<file path="config.mk">
export PLATFORM = sky130hd
export DESIGN_NAME = cart_text_section_hex_decoder_unit_flat
export DESIGN_NICKNAME = d
export VERILOG_FILES = /design/src/design/cthd_pkg.sv /design/src/design/cthd_in_if.sv /design/src/design/cthd_out_if.sv /design/src/design/cart_text_section_hex_decoder_unit.sv /design/src/design/cthd_dp.sv /design/src/design/cthd_ctrl.sv /design/src/flat_wrapper.sv
export SDC_FILE = /design/constraint.sdc
export NUM_CORES = 1
export LEC_CHECK = 0
export ABC_AREA = 0
export BUFFER_PORTS_ARGS = -buffer_cell sky130_fd_sc_hd__buf_2
export CORE_ASPECT_RATIO = 1.5
export CORE_UTILIZATION = 35
export DETAILED_ROUTE_END_ITERATION = 8
export PLACE_DENSITY = 0.61
export SKIP_LAST_GASP = 1
export SLEW_MARGIN = 20
export SYNTH_ARGS = -nofsm -noshare
export SYNTH_HDL_FRONTEND = slang
export SYNTH_SLANG_ARGS = --single-unit
</file>
<file path="constraint.sdc">
create_clock -name clk -period 16.4 [get_ports clk]
set_input_delay 4.1 -clock clk [delete_from_list [all_inputs] [get_ports clk]]
set_output_delay 4.1 -clock clk [all_outputs]
set_load 0.05 [all_outputs]
</file>
<file path="src/design/cthd_pkg.sv">
// Shared types, constants and helper functions of the cartridge text section decoder.
`timescale 1ns / 1ps
`default_nettype none

package cthd_pkg;

    localparam int unsigned CHAR_W    = 8;
    localparam int unsigned CNT_W     = 4;
    localparam int unsigned HOLD_CAP  = 15;
    localparam int unsigned HDR_NUM   = 7;
    localparam int unsigned TRAIL_MAX = 6;

    typedef logic [CHAR_W-1:0]  char_t;
    typedef logic [CNT_W-1:0]   cnt_t;
    typedef logic [2:0]         sec_t;
    typedef logic [1:0]         kind_t;
    typedef logic [HDR_NUM-1:0] hmask_t;

    localparam cnt_t   CNT_CAP    = cnt_t'(HOLD_CAP);
    localparam cnt_t   TRAIL_LIM  = cnt_t'(TRAIL_MAX);
    localparam hmask_t MASK_ALL   = '1;

    localparam char_t CH_LF  = 8'h0A;
    localparam char_t CH_CR  = 8'h0D;
    localparam char_t CH_SP  = 8'h20;
    localparam char_t CH_TAB = 8'h09;

    localparam kind_t KIND_DATA    = 2'd0;
    localparam kind_t KIND_SECTION = 2'd1;
    localparam kind_t KIND_END     = 2'd2;

    localparam sec_t SEC_NONE  = 3'd0;
    localparam sec_t SEC_LUA   = 3'd1;
    localparam sec_t SEC_GFX   = 3'd2;
    localparam sec_t SEC_GFF   = 3'd3;
    localparam sec_t SEC_LABEL = 3'd4;
    localparam sec_t SEC_MAP   = 3'd5;
    localparam sec_t SEC_SFX   = 3'd6;
    localparam sec_t SEC_MUSIC = 3'd7;

    // controller -> datapath
    typedef struct packed {
        logic accept;
        logic pay_cur;
        logic pay_held;
        logic hold;
        logic fail;
        logic hdr;
        logic new_line;
        logic replay_inc;
        logic replay_done;
        logic text_end;
        logic fin;
    } cmd_t;

    // datapath -> controller
    typedef struct packed {
        logic slot_free;
        logic pend_v;
        logic yield;
        logic cur_lf;
        logic eot;
        logic failed;
        logic hdr_hit;
        logic cnt_nz;
        logic hold_ok;
        logic replay_last;
    } sts_t;

    // header index i opens section i+1
    function automatic cnt_t hdr_len(input logic [2:0] idx);
        cnt_t len;
        case (idx)
            3'd3, 3'd6: len = 4'd9;
            default:    len = 4'd7;
        endcase
        return len;
    endfunction

    function automatic char_t hdr_char(input logic [2:0] idx, input cnt_t pos);
        logic [9*CHAR_W-1:0] name;
        cnt_t                sel;
        char_t               c;
        case (idx)
            3'd0:    name = "__lua__  ";
            3'd1:    name = "__gfx__  ";
            3'd2:    name = "__gff__  ";
            3'd3:    name = "__label__";
            3'd4:    name = "__map__  ";
            3'd5:    name = "__sfx__  ";
            3'd6:    name = "__music__";
            default: name = '0;
        endcase
        sel = 4'd8 - pos;
        if (pos > 4'd8)
            c = '0;
        else
            c = name[{sel, 3'b000} +: CHAR_W];
        return c;
    endfunction

    // {valid, nibble}
    function automatic logic [4:0] hex_val(input char_t c);
        logic [4:0] r;
        if (c >= "0" && c <= "9")
            r = {1'b1, 4'(c - "0")};
        else if (c >= "a" && c <= "f")
            r = {1'b1, 4'(c - "a" + 8'd10)};
        else if (c >= "A" && c <= "F")
            r = {1'b1, 4'(c - "A" + 8'd10)};
        else
            r = 5'd0;
        return r;
    endfunction

    function automatic logic is_ws(input char_t c);
        return (c == CH_CR) || (c == CH_SP) || (c == CH_TAB);
    endfunction

endpackage

`default_nettype wire

</file>
<file path="src/design/cthd_in_if.sv">
// Input word channel: one text character and its end-of-text mark.
`timescale 1ns / 1ps
`default_nettype none

interface cthd_in_if;
    import cthd_pkg::*;

    logic  valid;
    logic  ready;
    char_t ch;
    logic  end_of_text;

    modport source (output valid, output ch, output end_of_text, input ready);
    modport sink   (input valid, input ch, input end_of_text, output ready);
endinterface

`default_nettype wire

</file>
<file path="src/design/cthd_out_if.sv">
// Output word channel: one decoded result.
`timescale 1ns / 1ps
`default_nettype none

interface cthd_out_if;
    import cthd_pkg::*;

    logic  valid;
    logic  ready;
    kind_t kind;
    sec_t  section;
    char_t value;
    logic  last;

    modport source (output valid, output kind, output section, output value, output last,
                    input ready);
    modport sink   (input valid, input kind, input section, input value, input last,
                    output ready);
endinterface

`default_nettype wire

</file>
<file path="src/design/cart_text_section_hex_decoder_unit.sv">
// Top level of the cartridge text section decoder.
//
// Takes one text character per input word and returns decoded words: data
// nibbles or bytes, section-begins markers and a text-ended marker, with last
// set on the final word caused by each character. A character is taken in the
// idle state and worked in the process state. A line that may still be a
// header keeps up to 15 characters in the hold buffer; when it turns out not
// to be one, the controller replays them one per cycle while the output
// register has room, then works the character that broke the match. End of
// text adds a header check of an unterminated line and the text-ended word,
// and an item ending in two new words needs a flush state to release the
// last. The output register lets the next character be taken while a word
// waits; work stalls only while that register is full.
`timescale 1ns / 1ps
`default_nettype none

module cart_text_section_hex_decoder_unit #(
    parameter int unsigned TRAIL_MAX = cthd_pkg::TRAIL_MAX
) (
    input  wire logic  clk,
    input  wire logic  rst_n,
    cthd_in_if.sink    din,
    cthd_out_if.source dout
);
    import cthd_pkg::*;

    cmd_t cmd;
    sts_t sts;

    cthd_ctrl u_ctrl (
        .clk      (clk),
        .rst_n    (rst_n),
        .in_valid (din.valid),
        .in_ready (din.ready),
        .sts      (sts),
        .cmd      (cmd)
    );

    cthd_dp #(
        .TRAIL_MAX (TRAIL_MAX)
    ) u_dp (
        .clk    (clk),
        .rst_n  (rst_n),
        .in_ch  (din.ch),
        .in_eot (din.end_of_text),
        .cmd    (cmd),
        .sts    (sts),
        .dout   (dout)
    );

endmodule

`default_nettype wire

</file>
<file path="src/design/cthd_dp.sv">
// Datapath: line hold buffer, header match, payload decode and result staging.
`timescale 1ns / 1ps
`default_nettype none

module cthd_dp #(
    parameter int unsigned TRAIL_MAX = cthd_pkg::TRAIL_MAX
) (
    input  wire logic          clk,
    input  wire logic          rst_n,
    input  wire cthd_pkg::char_t in_ch,
    input  wire logic          in_eot,
    input  wire cthd_pkg::cmd_t  cmd,
    output cthd_pkg::sts_t     sts,
    cthd_out_if.source         dout
);
    import cthd_pkg::*;

    localparam cnt_t WS_LIM = cnt_t'(TRAIL_MAX);

    char_t  in_ch_reg;
    logic   eot_reg;
    sec_t   sec_reg, sec_next;
    logic   hnv_reg, hnv_next;
    logic [3:0] hn_reg, hn_next;
    char_t  held_mem [HOLD_CAP];
    cnt_t   cnt_reg, cnt_next;
    hmask_t mask_reg, mask_next;
    logic   failed_reg, failed_next;
    cnt_t   idx_reg, idx_next;

    logic   pend_v_reg, pend_v_next;
    kind_t  pend_kind_reg;
    sec_t   pend_sec_reg;
    char_t  pend_val_reg;
    logic   out_v_reg, out_v_next;
    kind_t  out_kind_reg;
    sec_t   out_sec_reg;
    char_t  out_val_reg;
    logic   out_last_reg;

    logic   hit;
    sec_t   hit_sec;
    hmask_t mask_adv;
    logic   pay, pay_y, pair_sec, hx_ok;
    char_t  pay_ch, pay_v, held_rd;
    logic [4:0] hx;
    logic   yield, push_pend, push_new;
    kind_t  new_kind;
    sec_t   new_sec;
    char_t  new_val;

    assign held_rd = held_mem[idx_reg];

    // header candidates
    always_comb
    begin
        hit      = 1'b0;
        hit_sec  = SEC_NONE;
        mask_adv = '0;
        for (int i = 0; i < HDR_NUM; i++)
        begin
            if (!hit && mask_reg[i] && (cnt_reg >= hdr_len(3'(i))))
            begin
                hit     = 1'b1;
                hit_sec = sec_t'(i + 1);
            end
            if (cnt_reg < hdr_len(3'(i)))
                mask_adv[i] = mask_reg[i] && (in_ch_reg == hdr_char(3'(i), cnt_reg));
            else
                mask_adv[i] = mask_reg[i] && is_ws(in_ch_reg) && (cnt_reg < CNT_CAP)
                              && ((cnt_reg - hdr_len(3'(i))) < WS_LIM);
        end
    end

    // payload decode
    always_comb
    begin
        pay      = cmd.pay_cur | cmd.pay_held;
        pay_ch   = cmd.pay_held ? held_rd : in_ch_reg;
        hx       = hex_val(pay_ch);
        hx_ok    = hx[4];
        pair_sec = (sec_reg == SEC_GFF) || (sec_reg == SEC_MAP);
        pay_y    = 1'b0;
        pay_v    = '0;
        case (sec_reg)
            SEC_GFX, SEC_LABEL:
            begin
                pay_y = hx_ok;
                pay_v = {4'd0, hx[3:0]};
            end
            SEC_GFF, SEC_MAP:
            begin
                pay_y = hx_ok && hnv_reg;
                pay_v = {hn_reg, hx[3:0]};
            end
            SEC_SFX:
            begin
                pay_y = (pay_ch != CH_CR) && (pay_ch != CH_LF);
                pay_v = pay_ch;
            end
            default:
            begin
                pay_y = 1'b0;
                pay_v = '0;
            end
        endcase
    end

    assign yield = (pay && pay_y) || cmd.hdr || cmd.text_end;

    always_comb
    begin
        if (cmd.text_end)
        begin
            new_kind = KIND_END;
            new_sec  = SEC_NONE;
            new_val  = '0;
        end
        else if (cmd.hdr)
        begin
            new_kind = KIND_SECTION;
            new_sec  = hit_sec;
            new_val  = '0;
        end
        else
        begin
            new_kind = KIND_DATA;
            new_sec  = sec_reg;
            new_val  = pay_v;
        end
    end

    // state next values
    always_comb
    begin
        sec_next    = sec_reg;
        hnv_next    = hnv_reg;
        hn_next     = hn_reg;
        cnt_next    = cnt_reg;
        mask_next   = mask_reg;
        failed_next = failed_reg;
        idx_next    = idx_reg;

        if (pay && pair_sec && hx_ok)
        begin
            if (!hnv_reg)
            begin
                hn_next  = hx[3:0];
                hnv_next = 1'b1;
            end
            else
            begin
                hn_next  = '0;
                hnv_next = 1'b0;
            end
        end
        if (cmd.hold)
        begin
            cnt_next  = cnt_reg + 4'd1;
            mask_next = mask_adv;
        end
        if (cmd.fail)
        begin
            mask_next   = '0;
            failed_next = 1'b1;
        end
        if (cmd.hdr)
        begin
            sec_next = hit_sec;
            hnv_next = 1'b0;
            hn_next  = '0;
            cnt_next = '0;
        end
        if (cmd.replay_done)
            cnt_next = '0;
        if (cmd.new_line)
        begin
            cnt_next    = '0;
            mask_next   = MASK_ALL;
            failed_next = 1'b0;
        end
        if (cmd.text_end)
        begin
            sec_next    = SEC_NONE;
            hnv_next    = 1'b0;
            hn_next     = '0;
            cnt_next    = '0;
            mask_next   = MASK_ALL;
            failed_next = 1'b0;
        end
        if (cmd.accept)
            idx_next = '0;
        else if (cmd.replay_inc)
            idx_next = idx_reg + 4'd1;
    end

    // result staging: the newest word waits in pend until its last flag is known
    assign push_pend = pend_v_reg && (yield || cmd.fin);
    assign push_new  = yield && cmd.fin && !pend_v_reg;

    always_comb
    begin
        pend_v_next = pend_v_reg;
        if (yield && !push_new)
            pend_v_next = 1'b1;
        else if (cmd.fin)
            pend_v_next = 1'b0;
        if (push_pend || push_new)
            out_v_next = 1'b1;
        else if (dout.ready)
            out_v_next = 1'b0;
        else
            out_v_next = out_v_reg;
    end

    always_ff @(posedge clk or negedge rst_n)
    begin
        if (!rst_n)
        begin
            sec_reg    <= SEC_NONE;
            hnv_reg    <= 1'b0;
            hn_reg     <= '0;
            cnt_reg    <= '0;
            mask_reg   <= MASK_ALL;
            failed_reg <= 1'b0;
            idx_reg    <= '0;
            pend_v_reg <= 1'b0;
            out_v_reg  <= 1'b0;
        end
        else
        begin
            sec_reg    <= sec_next;
            hnv_reg    <= hnv_next;
            hn_reg     <= hn_next;
            cnt_reg    <= cnt_next;
            mask_reg   <= mask_next;
            failed_reg <= failed_next;
            idx_reg    <= idx_next;
            pend_v_reg <= pend_v_next;
            out_v_reg  <= out_v_next;
        end
    end

    always_ff @(posedge clk)
    begin
        if (cmd.accept)
        begin
            in_ch_reg <= in_ch;
            eot_reg   <= in_eot;
        end
        if (cmd.hold)
            held_mem[cnt_reg] <= in_ch_reg;
        if (yield && !push_new)
        begin
            pend_kind_reg <= new_kind;
            pend_sec_reg  <= new_sec;
            pend_val_reg  <= new_val;
        end
        if (push_pend)
        begin
            out_kind_reg <= pend_kind_reg;
            out_sec_reg  <= pend_sec_reg;
            out_val_reg  <= pend_val_reg;
            out_last_reg <= cmd.fin && !yield;
        end
        else if (push_new)
        begin
            out_kind_reg <= new_kind;
            out_sec_reg  <= new_sec;
            out_val_reg  <= new_val;
            out_last_reg <= 1'b1;
        end
    end

    assign dout.valid   = out_v_reg;
    assign dout.kind    = out_kind_reg;
    assign dout.section = out_sec_reg;
    assign dout.value   = out_val_reg;
    assign dout.last    = out_last_reg;

    assign sts.slot_free   = !out_v_reg || dout.ready;
    assign sts.pend_v      = pend_v_reg;
    assign sts.yield       = yield;
    assign sts.cur_lf      = (in_ch_reg == CH_LF);
    assign sts.eot         = eot_reg;
    assign sts.failed      = failed_reg;
    assign sts.hdr_hit     = hit;
    assign sts.cnt_nz      = (cnt_reg != '0);
    assign sts.hold_ok     = (mask_adv != '0) && (cnt_reg < CNT_CAP);
    assign sts.replay_last = (({1'b0, idx_reg} + 5'd1) == {1'b0, cnt_reg});

    a_failed_no_cand: assert property (@(posedge clk) disable iff (!rst_n)
        failed_reg |-> (mask_reg == '0))
        else $error("failed line still has header candidates");

    a_push_slot: assert property (@(posedge clk) disable iff (!rst_n)
        (push_pend || push_new) |-> (!out_v_reg || dout.ready))
        else $error("output register overwritten while occupied");

    a_replay_range: assert property (@(posedge clk) disable iff (!rst_n)
        cmd.replay_inc |-> (idx_reg < cnt_reg))
        else $error("replay index beyond held characters");

endmodule

`default_nettype wire

</file>
<file path="src/design/cthd_ctrl.sv">
// Controller: sequences accept, header check, replay, end-of-text and result flush.
`timescale 1ns / 1ps
`default_nettype none

module cthd_ctrl (
    input  wire logic           clk,
    input  wire logic           rst_n,
    input  wire logic           in_valid,
    output logic                in_ready,
    input  wire cthd_pkg::sts_t sts,
    output cthd_pkg::cmd_t      cmd
);
    import cthd_pkg::*;

    localparam logic [2:0] S_IDLE   = 3'd0;
    localparam logic [2:0] S_PROC   = 3'd1;
    localparam logic [2:0] S_REPLAY = 3'd2;
    localparam logic [2:0] S_CUR    = 3'd3;
    localparam logic [2:0] S_CLOSE  = 3'd4;
    localparam logic [2:0] S_END    = 3'd5;
    localparam logic [2:0] S_FLUSH  = 3'd6;

    logic [2:0] state_reg, state_next;
    logic       close_rp_reg, close_rp_next;
    logic       fin_now;

    assign in_ready = (state_reg == S_IDLE);

    always_comb
    begin
        cmd           = '0;
        state_next    = state_reg;
        close_rp_next = close_rp_reg;
        fin_now       = 1'b0;
        case (state_reg)
            S_IDLE:
            begin
                if (in_valid)
                begin
                    cmd.accept = 1'b1;
                    state_next = S_PROC;
                end
            end
            S_PROC:
            begin
                if (sts.slot_free)
                begin
                    if (sts.cur_lf)
                    begin
                        if (!sts.failed && sts.hdr_hit)
                        begin
                            cmd.hdr      = 1'b1;
                            cmd.new_line = 1'b1;
                            if (sts.eot)
                                state_next = S_END;
                            else
                                fin_now = 1'b1;
                        end
                        else if (!sts.failed && sts.cnt_nz)
                        begin
                            close_rp_next = 1'b0;
                            state_next    = S_REPLAY;
                        end
                        else
                        begin
                            cmd.new_line = 1'b1;
                            if (sts.eot)
                                state_next = S_END;
                            else
                                fin_now = 1'b1;
                        end
                    end
                    else if (sts.failed)
                    begin
                        cmd.pay_cur = 1'b1;
                        if (sts.eot)
                            state_next = S_END;
                        else
                            fin_now = 1'b1;
                    end
                    else if (sts.hold_ok)
                    begin
                        cmd.hold = 1'b1;
                        if (sts.eot)
                            state_next = S_CLOSE;
                        else
                            fin_now = 1'b1;
                    end
                    else
                    begin
                        cmd.fail = 1'b1;
                        if (sts.cnt_nz)
                        begin
                            close_rp_next = 1'b0;
                            state_next    = S_REPLAY;
                        end
                        else
                        begin
                            cmd.pay_cur = 1'b1;
                            if (sts.eot)
                                state_next = S_END;
                            else
                                fin_now = 1'b1;
                        end
                    end
                end
            end
            S_REPLAY:
            begin
                if (sts.slot_free)
                begin
                    cmd.pay_held   = 1'b1;
                    cmd.replay_inc = 1'b1;
                    if (sts.replay_last)
                    begin
                        cmd.replay_done = 1'b1;
                        state_next      = close_rp_reg ? S_END : S_CUR;
                    end
                end
            end
            S_CUR:
            begin
                if (sts.slot_free)
                begin
                    cmd.pay_cur  = 1'b1;
                    cmd.new_line = sts.cur_lf;
                    if (sts.eot)
                        state_next = S_END;
                    else
                        fin_now = 1'b1;
                end
            end
            S_CLOSE:
            begin
                if (sts.slot_free)
                begin
                    if (sts.hdr_hit)
                    begin
                        cmd.hdr    = 1'b1;
                        state_next = S_END;
                    end
                    else if (sts.cnt_nz)
                    begin
                        close_rp_next = 1'b1;
                        state_next    = S_REPLAY;
                    end
                    else
                        state_next = S_END;
                end
            end
            S_END:
            begin
                if (sts.slot_free)
                begin
                    cmd.text_end = 1'b1;
                    fin_now      = 1'b1;
                end
            end
            S_FLUSH:
            begin
                if (sts.slot_free)
                begin
                    cmd.fin    = 1'b1;
                    state_next = S_IDLE;
                end
            end
            default:
            begin
                state_next = S_IDLE;
            end
        endcase
        if (fin_now)
        begin
            cmd.fin    = 1'b1;
            state_next = (sts.yield && sts.pend_v) ? S_FLUSH : S_IDLE;
        end
    end

    always_ff @(posedge clk or negedge rst_n)
    begin
        if (!rst_n)
        begin
            state_reg    <= S_IDLE;
            close_rp_reg <= 1'b0;
        end
        else
        begin
            state_reg    <= state_next;
            close_rp_reg <= close_rp_next;
        end
    end

    a_flush_has_word: assert property (@(posedge clk) disable iff (!rst_n)
        (state_reg == S_FLUSH) |-> sts.pend_v)
        else $error("flush state with no staged word");

    a_idle_clean: assert property (@(posedge clk) disable iff (!rst_n)
        (state_reg == S_IDLE) |-> !sts.pend_v)
        else $error("staged word left behind at item end");

    a_replay_nonempty: assert property (@(posedge clk) disable iff (!rst_n)
        (state_reg == S_REPLAY) |-> sts.cnt_nz)
        else $error("replay with empty hold buffer");

endmodule

`default_nettype wire
</file>
<file path="src/flat_wrapper.sv">
// flat-port wrapper written by rule: the top's interface ports become plain ports
module cart_text_section_hex_decoder_unit_flat import cthd_pkg::*;
#(
    parameter int unsigned TRAIL_MAX = cthd_pkg::TRAIL_MAX
)
  (clk, rst_n, din_valid, din_ch, din_end_of_text, din_ready, dout_valid, dout_kind, dout_section, dout_value, dout_last, dout_ready);
  cthd_in_if din_i ();
  cthd_out_if dout_i ();
  input  wire logic clk;
  input  wire logic rst_n;
  input wire logic [$bits(din_i.valid)-1:0] din_valid;
  input wire logic [$bits(din_i.ch)-1:0] din_ch;
  input wire logic [$bits(din_i.end_of_text)-1:0] din_end_of_text;
  output wire logic [$bits(din_i.ready)-1:0] din_ready;
  output wire logic [$bits(dout_i.valid)-1:0] dout_valid;
  output wire logic [$bits(dout_i.kind)-1:0] dout_kind;
  output wire logic [$bits(dout_i.section)-1:0] dout_section;
  output wire logic [$bits(dout_i.value)-1:0] dout_value;
  output wire logic [$bits(dout_i.last)-1:0] dout_last;
  input wire logic [$bits(dout_i.ready)-1:0] dout_ready;
  assign din_i.valid = din_valid;
  assign din_i.ch = din_ch;
  assign din_i.end_of_text = din_end_of_text;
  assign din_ready = din_i.ready;
  assign dout_valid = dout_i.valid;
  assign dout_kind = dout_i.kind;
  assign dout_section = dout_i.section;
  assign dout_value = dout_i.value;
  assign dout_last = dout_i.last;
  assign dout_i.ready = dout_ready;
  cart_text_section_hex_decoder_unit #(.TRAIL_MAX(TRAIL_MAX)) u_core (.clk(clk), .rst_n(rst_n), .din(din_i), .dout(dout_i));
endmodule
</file>
==> flow_metrics.py <==
metrics = {
    "worst_setup_path": {
        "cp_slowest_stage_delay_ps": 690,
        "r2r_slack_ps": 9670,
        "r2r_start": "u_core.u_dp.cnt_reg[0]",
        "arrival_ps": 8120,
        "worstPathCellList": "buf_2, nor2b_1, nor3_1, buf_4, mux2i_1, inv_1, ha_1, nor2_1, a21oi_1, o2111ai_1, o31ai_1, a21oi_1, a211oi_4, o31ai_2, buf_4, mux2_2",
        "ff2ff_path_depth": 13,
        "r2r-end": "u_core.u_dp.held_mem[6][7]",
        "startpoint_type": "input port",
        "crit_start": "dout_ready",
        "cpMaxStageDelayCell": "nor2b_1",
        "cp-end-kind": "register",
        "crit_fanout": 13,
        "cp.required_ps": 16590,
        "criticalPathCategory": "input port to register",
    },
    "timing": {
        "hold_viol_final": 0,
        "fmax_mhz": 126,
        "min_period_ps": 7930,
        "finalSetupViolations": 0,
        "maxSlewHeadroom_pct": 29.6,
        "finalCritPeriodShare_pct": 48.4,
        "worst_pin_slew_ps": 1050,
        "rsz0062_at_grt": "false",
        "setup_tns_ps": 0,
        "slew_violations": 0,
        "fin_skew_ps": 12.6,
    },
    "synthesis": {
        "synth_top_cell_area_share_pct": 47.2,
        "synth.cell_area_sq_um": 9920,
        "syn_inst": 843,
        "yosysUniqueCellTypes": 79,
        "async_flop_share_pct": 16.1,
        "ys_top_cells_by_area": "edfxtp_1 47%, dfrtp_1 5.8%, mux4_2 5.2%",
        "synth_edf_count": 156,
        "yosysWarnings": 0,
        "synth-seq-cells": 186,
        "synth-seq-area-share_pct": 54.9,
        "synth.avg_cell_area_sq_um": 11.8,
        "synth.net_count": 869,
        "synth.largest_area_cell": "edfxtp_1",
        "synth-main-ff-cell": "edfxtp_1",
    },
    "floorplan": {
        "rows": 75,
        "io_pins": 29,
        "core_sq_um": 28000,
        "die_w_um": 139,
        "start_util_pct": 35.5,
        "die_h_um": 208,
        "die_area_sq_um": 29000,
    },
    "clocking": {
        "cts.sinks": 186,
        "clk_latency_ps": 440,
        "cts-resized-gates": 0,
        "cts_made_buffers": 17,
        "post_cts_buffers": 0,
        "postCtsHoldBufs": 0,
        "clk_pin_slew_worst_paths_ps": 70,
        "cts-root-buf": "clkbuf_16",
        "cts_tree": "done",
        "htreeDepth": 4,
        "cts_buffer_depth": 2,
    },
    "final_layout": {
        "layout_common_cells": "156 x edfxtp_1, 79 x nor2_1, 71 x nand2_1",
        "syn_to_final_growth_pct": 11.0,
        "drive_gt1_share_pct": 16.5,
        "fin_nets": 882,
        "top_register": "u_core.u_dp.held_mem",
        "diodes": 0,
        "final_common_cell": "edfxtp_1",
        "fill_cells": 2619,
        "utilization_pct": 39.4,
        "largest_register_ffs": 120,
    },
    "global_route": {
        "grt_first_pass_wirelength_um": 38400,
        "grt_max_degree": 41,
        "grt_overflow": 0,
        "antenna_found_initial": 0,
        "grt_pass1_vias": 6835,
        "globalRouteTotalUtil_pct": 17.2,
    },
    "outcome": {
        "outcome": "complete, no violations",
    },
    "power_and_ir_drop": {
        "power_density_nw_per_um2": 123,
        "leakagePower_nw": 3.70,
        "ir_drop_mv": 0.0736,
    },
    "drt": {
        "num_vias": 6931,
        "routed_wl_um": 24400,
        "viasPerCell": 5.70,
        "post_drt_wl_per_cell_um": 20.1,
        "drt.antenna.violating_nets": 0,
        "drt_iter0_drc": 501,
        "firstDrtPassIters": 5,
        "route.detailed.drc": 0,
    },
    "min_path": {
        "holdCritStartpoint": "u_core.u_dp.hn_reg[2]",
        "min_to": "u_core.u_dp.hn_reg[2]",
        "whs_path_depth": 2,
        "min_path_type": "register to register",
    },
    "place": {
        "gp_congestion": 0.906,
        "detailed_place_hpwl_um": 17000,
        "port_buffers": 28,
    },
    "job": {
        "drv_cap": 0,
    },
}
==> synth_stat cells (all sizes together), types with 17 or more instances <==
master    n
nand3    19
mux2i    20
mux4     23
nor2     79
inv      19
nand2b   18
dfrtp    23
nor3     29
buf      17
nand2    71
xnor2    17
a21oi    40
clkbuf   32
o21ai    39
nor4     18
edfxtp  156
==> how the worst max path moves through the flow <==
stage / slack [ps] / depth (start not counted) / to
after floorplan: 8360 / 16 / u_core.u_dp.dout.kind[0]
after global placement: 7940 / 11 / u_core.u_dp.dout.value[2]
after detailed placement: 7860 / 11 / u_core.u_dp.dout.value[6]
after CTS: 8310 / 11 / u_core.u_dp.dout.value[6]
after global routing: 8010 / 16 / u_core.u_dp.dout.value[0]
final: 8470 / 16 / u_core.u_dp.dout.section[2]
==> report_power, final <==
group	switching (mW)	internal, mW	total (mW)
Clock	0.183	0.258	0.441
Combinational	0.197	0.105	0.302
Sequential	0.0428	0.565	0.608
==> per-layer routing <==
metal	GRT usage, %	wire [um]
met1	20.5	10100
met2	30.7	12600
met3	2.37	902
met4	7.89	748
met5	0	0
==> stage by stage <==
step	area (sq um)	hold WS [ps]	setup WS [ps]	power [mW]	instances
floorplan	9920	487	8360	0.837	843
global placement	10400	529	7940	0.915	1183
detailed placement	10400	533	7860	0.917	1183
CTS	11000	549	8310	1.36	1215
finish	11000	545	8470	1.35	1215
global route	11000	556	8010	1.41	1215
==> cell type report <==
cell class | instances | area [sq um] | area share (%)
sequential | 186 | 5450 | 49.4
multi-input combinational | 587 | 4180 | 38.0
clock inverter | 12 | 189 | 1.71
tap | 346 | 433 | 3.93
clock buffer | 20 | 437 | 3.96
timing repair buffer | 43 | 253 | 2.29
inverter | 21 | 78.8 | 0.716
==> worst max-delay path, delay by kind of cell <==
family	cells	cell delay [ps]
adder cells (fa/ha/maj)	1	230
multiplexers	2	740
AND/OR/NAND/NOR	3	930
buffers and inverters	4	770
AO/OA/AOI/OAI	6	1310
==> cell families (layout without fill, tap and decap cells) <==
group | after synthesis | after routing | share of synthesized area [%]
simple gates | 302 | 302 | 15.6
xor+xnor | 21 | 21 | 1.85
fa+ha+maj | 14 | 14 | 1.74
compound gates | 193 | 193 | 13.7
buf+inv | 70 | 96 | 3.10
flops | 186 | 186 | 54.9
mux | 57 | 57 | 9.13
Note: power is estimated with default switching activity, not from simulation.
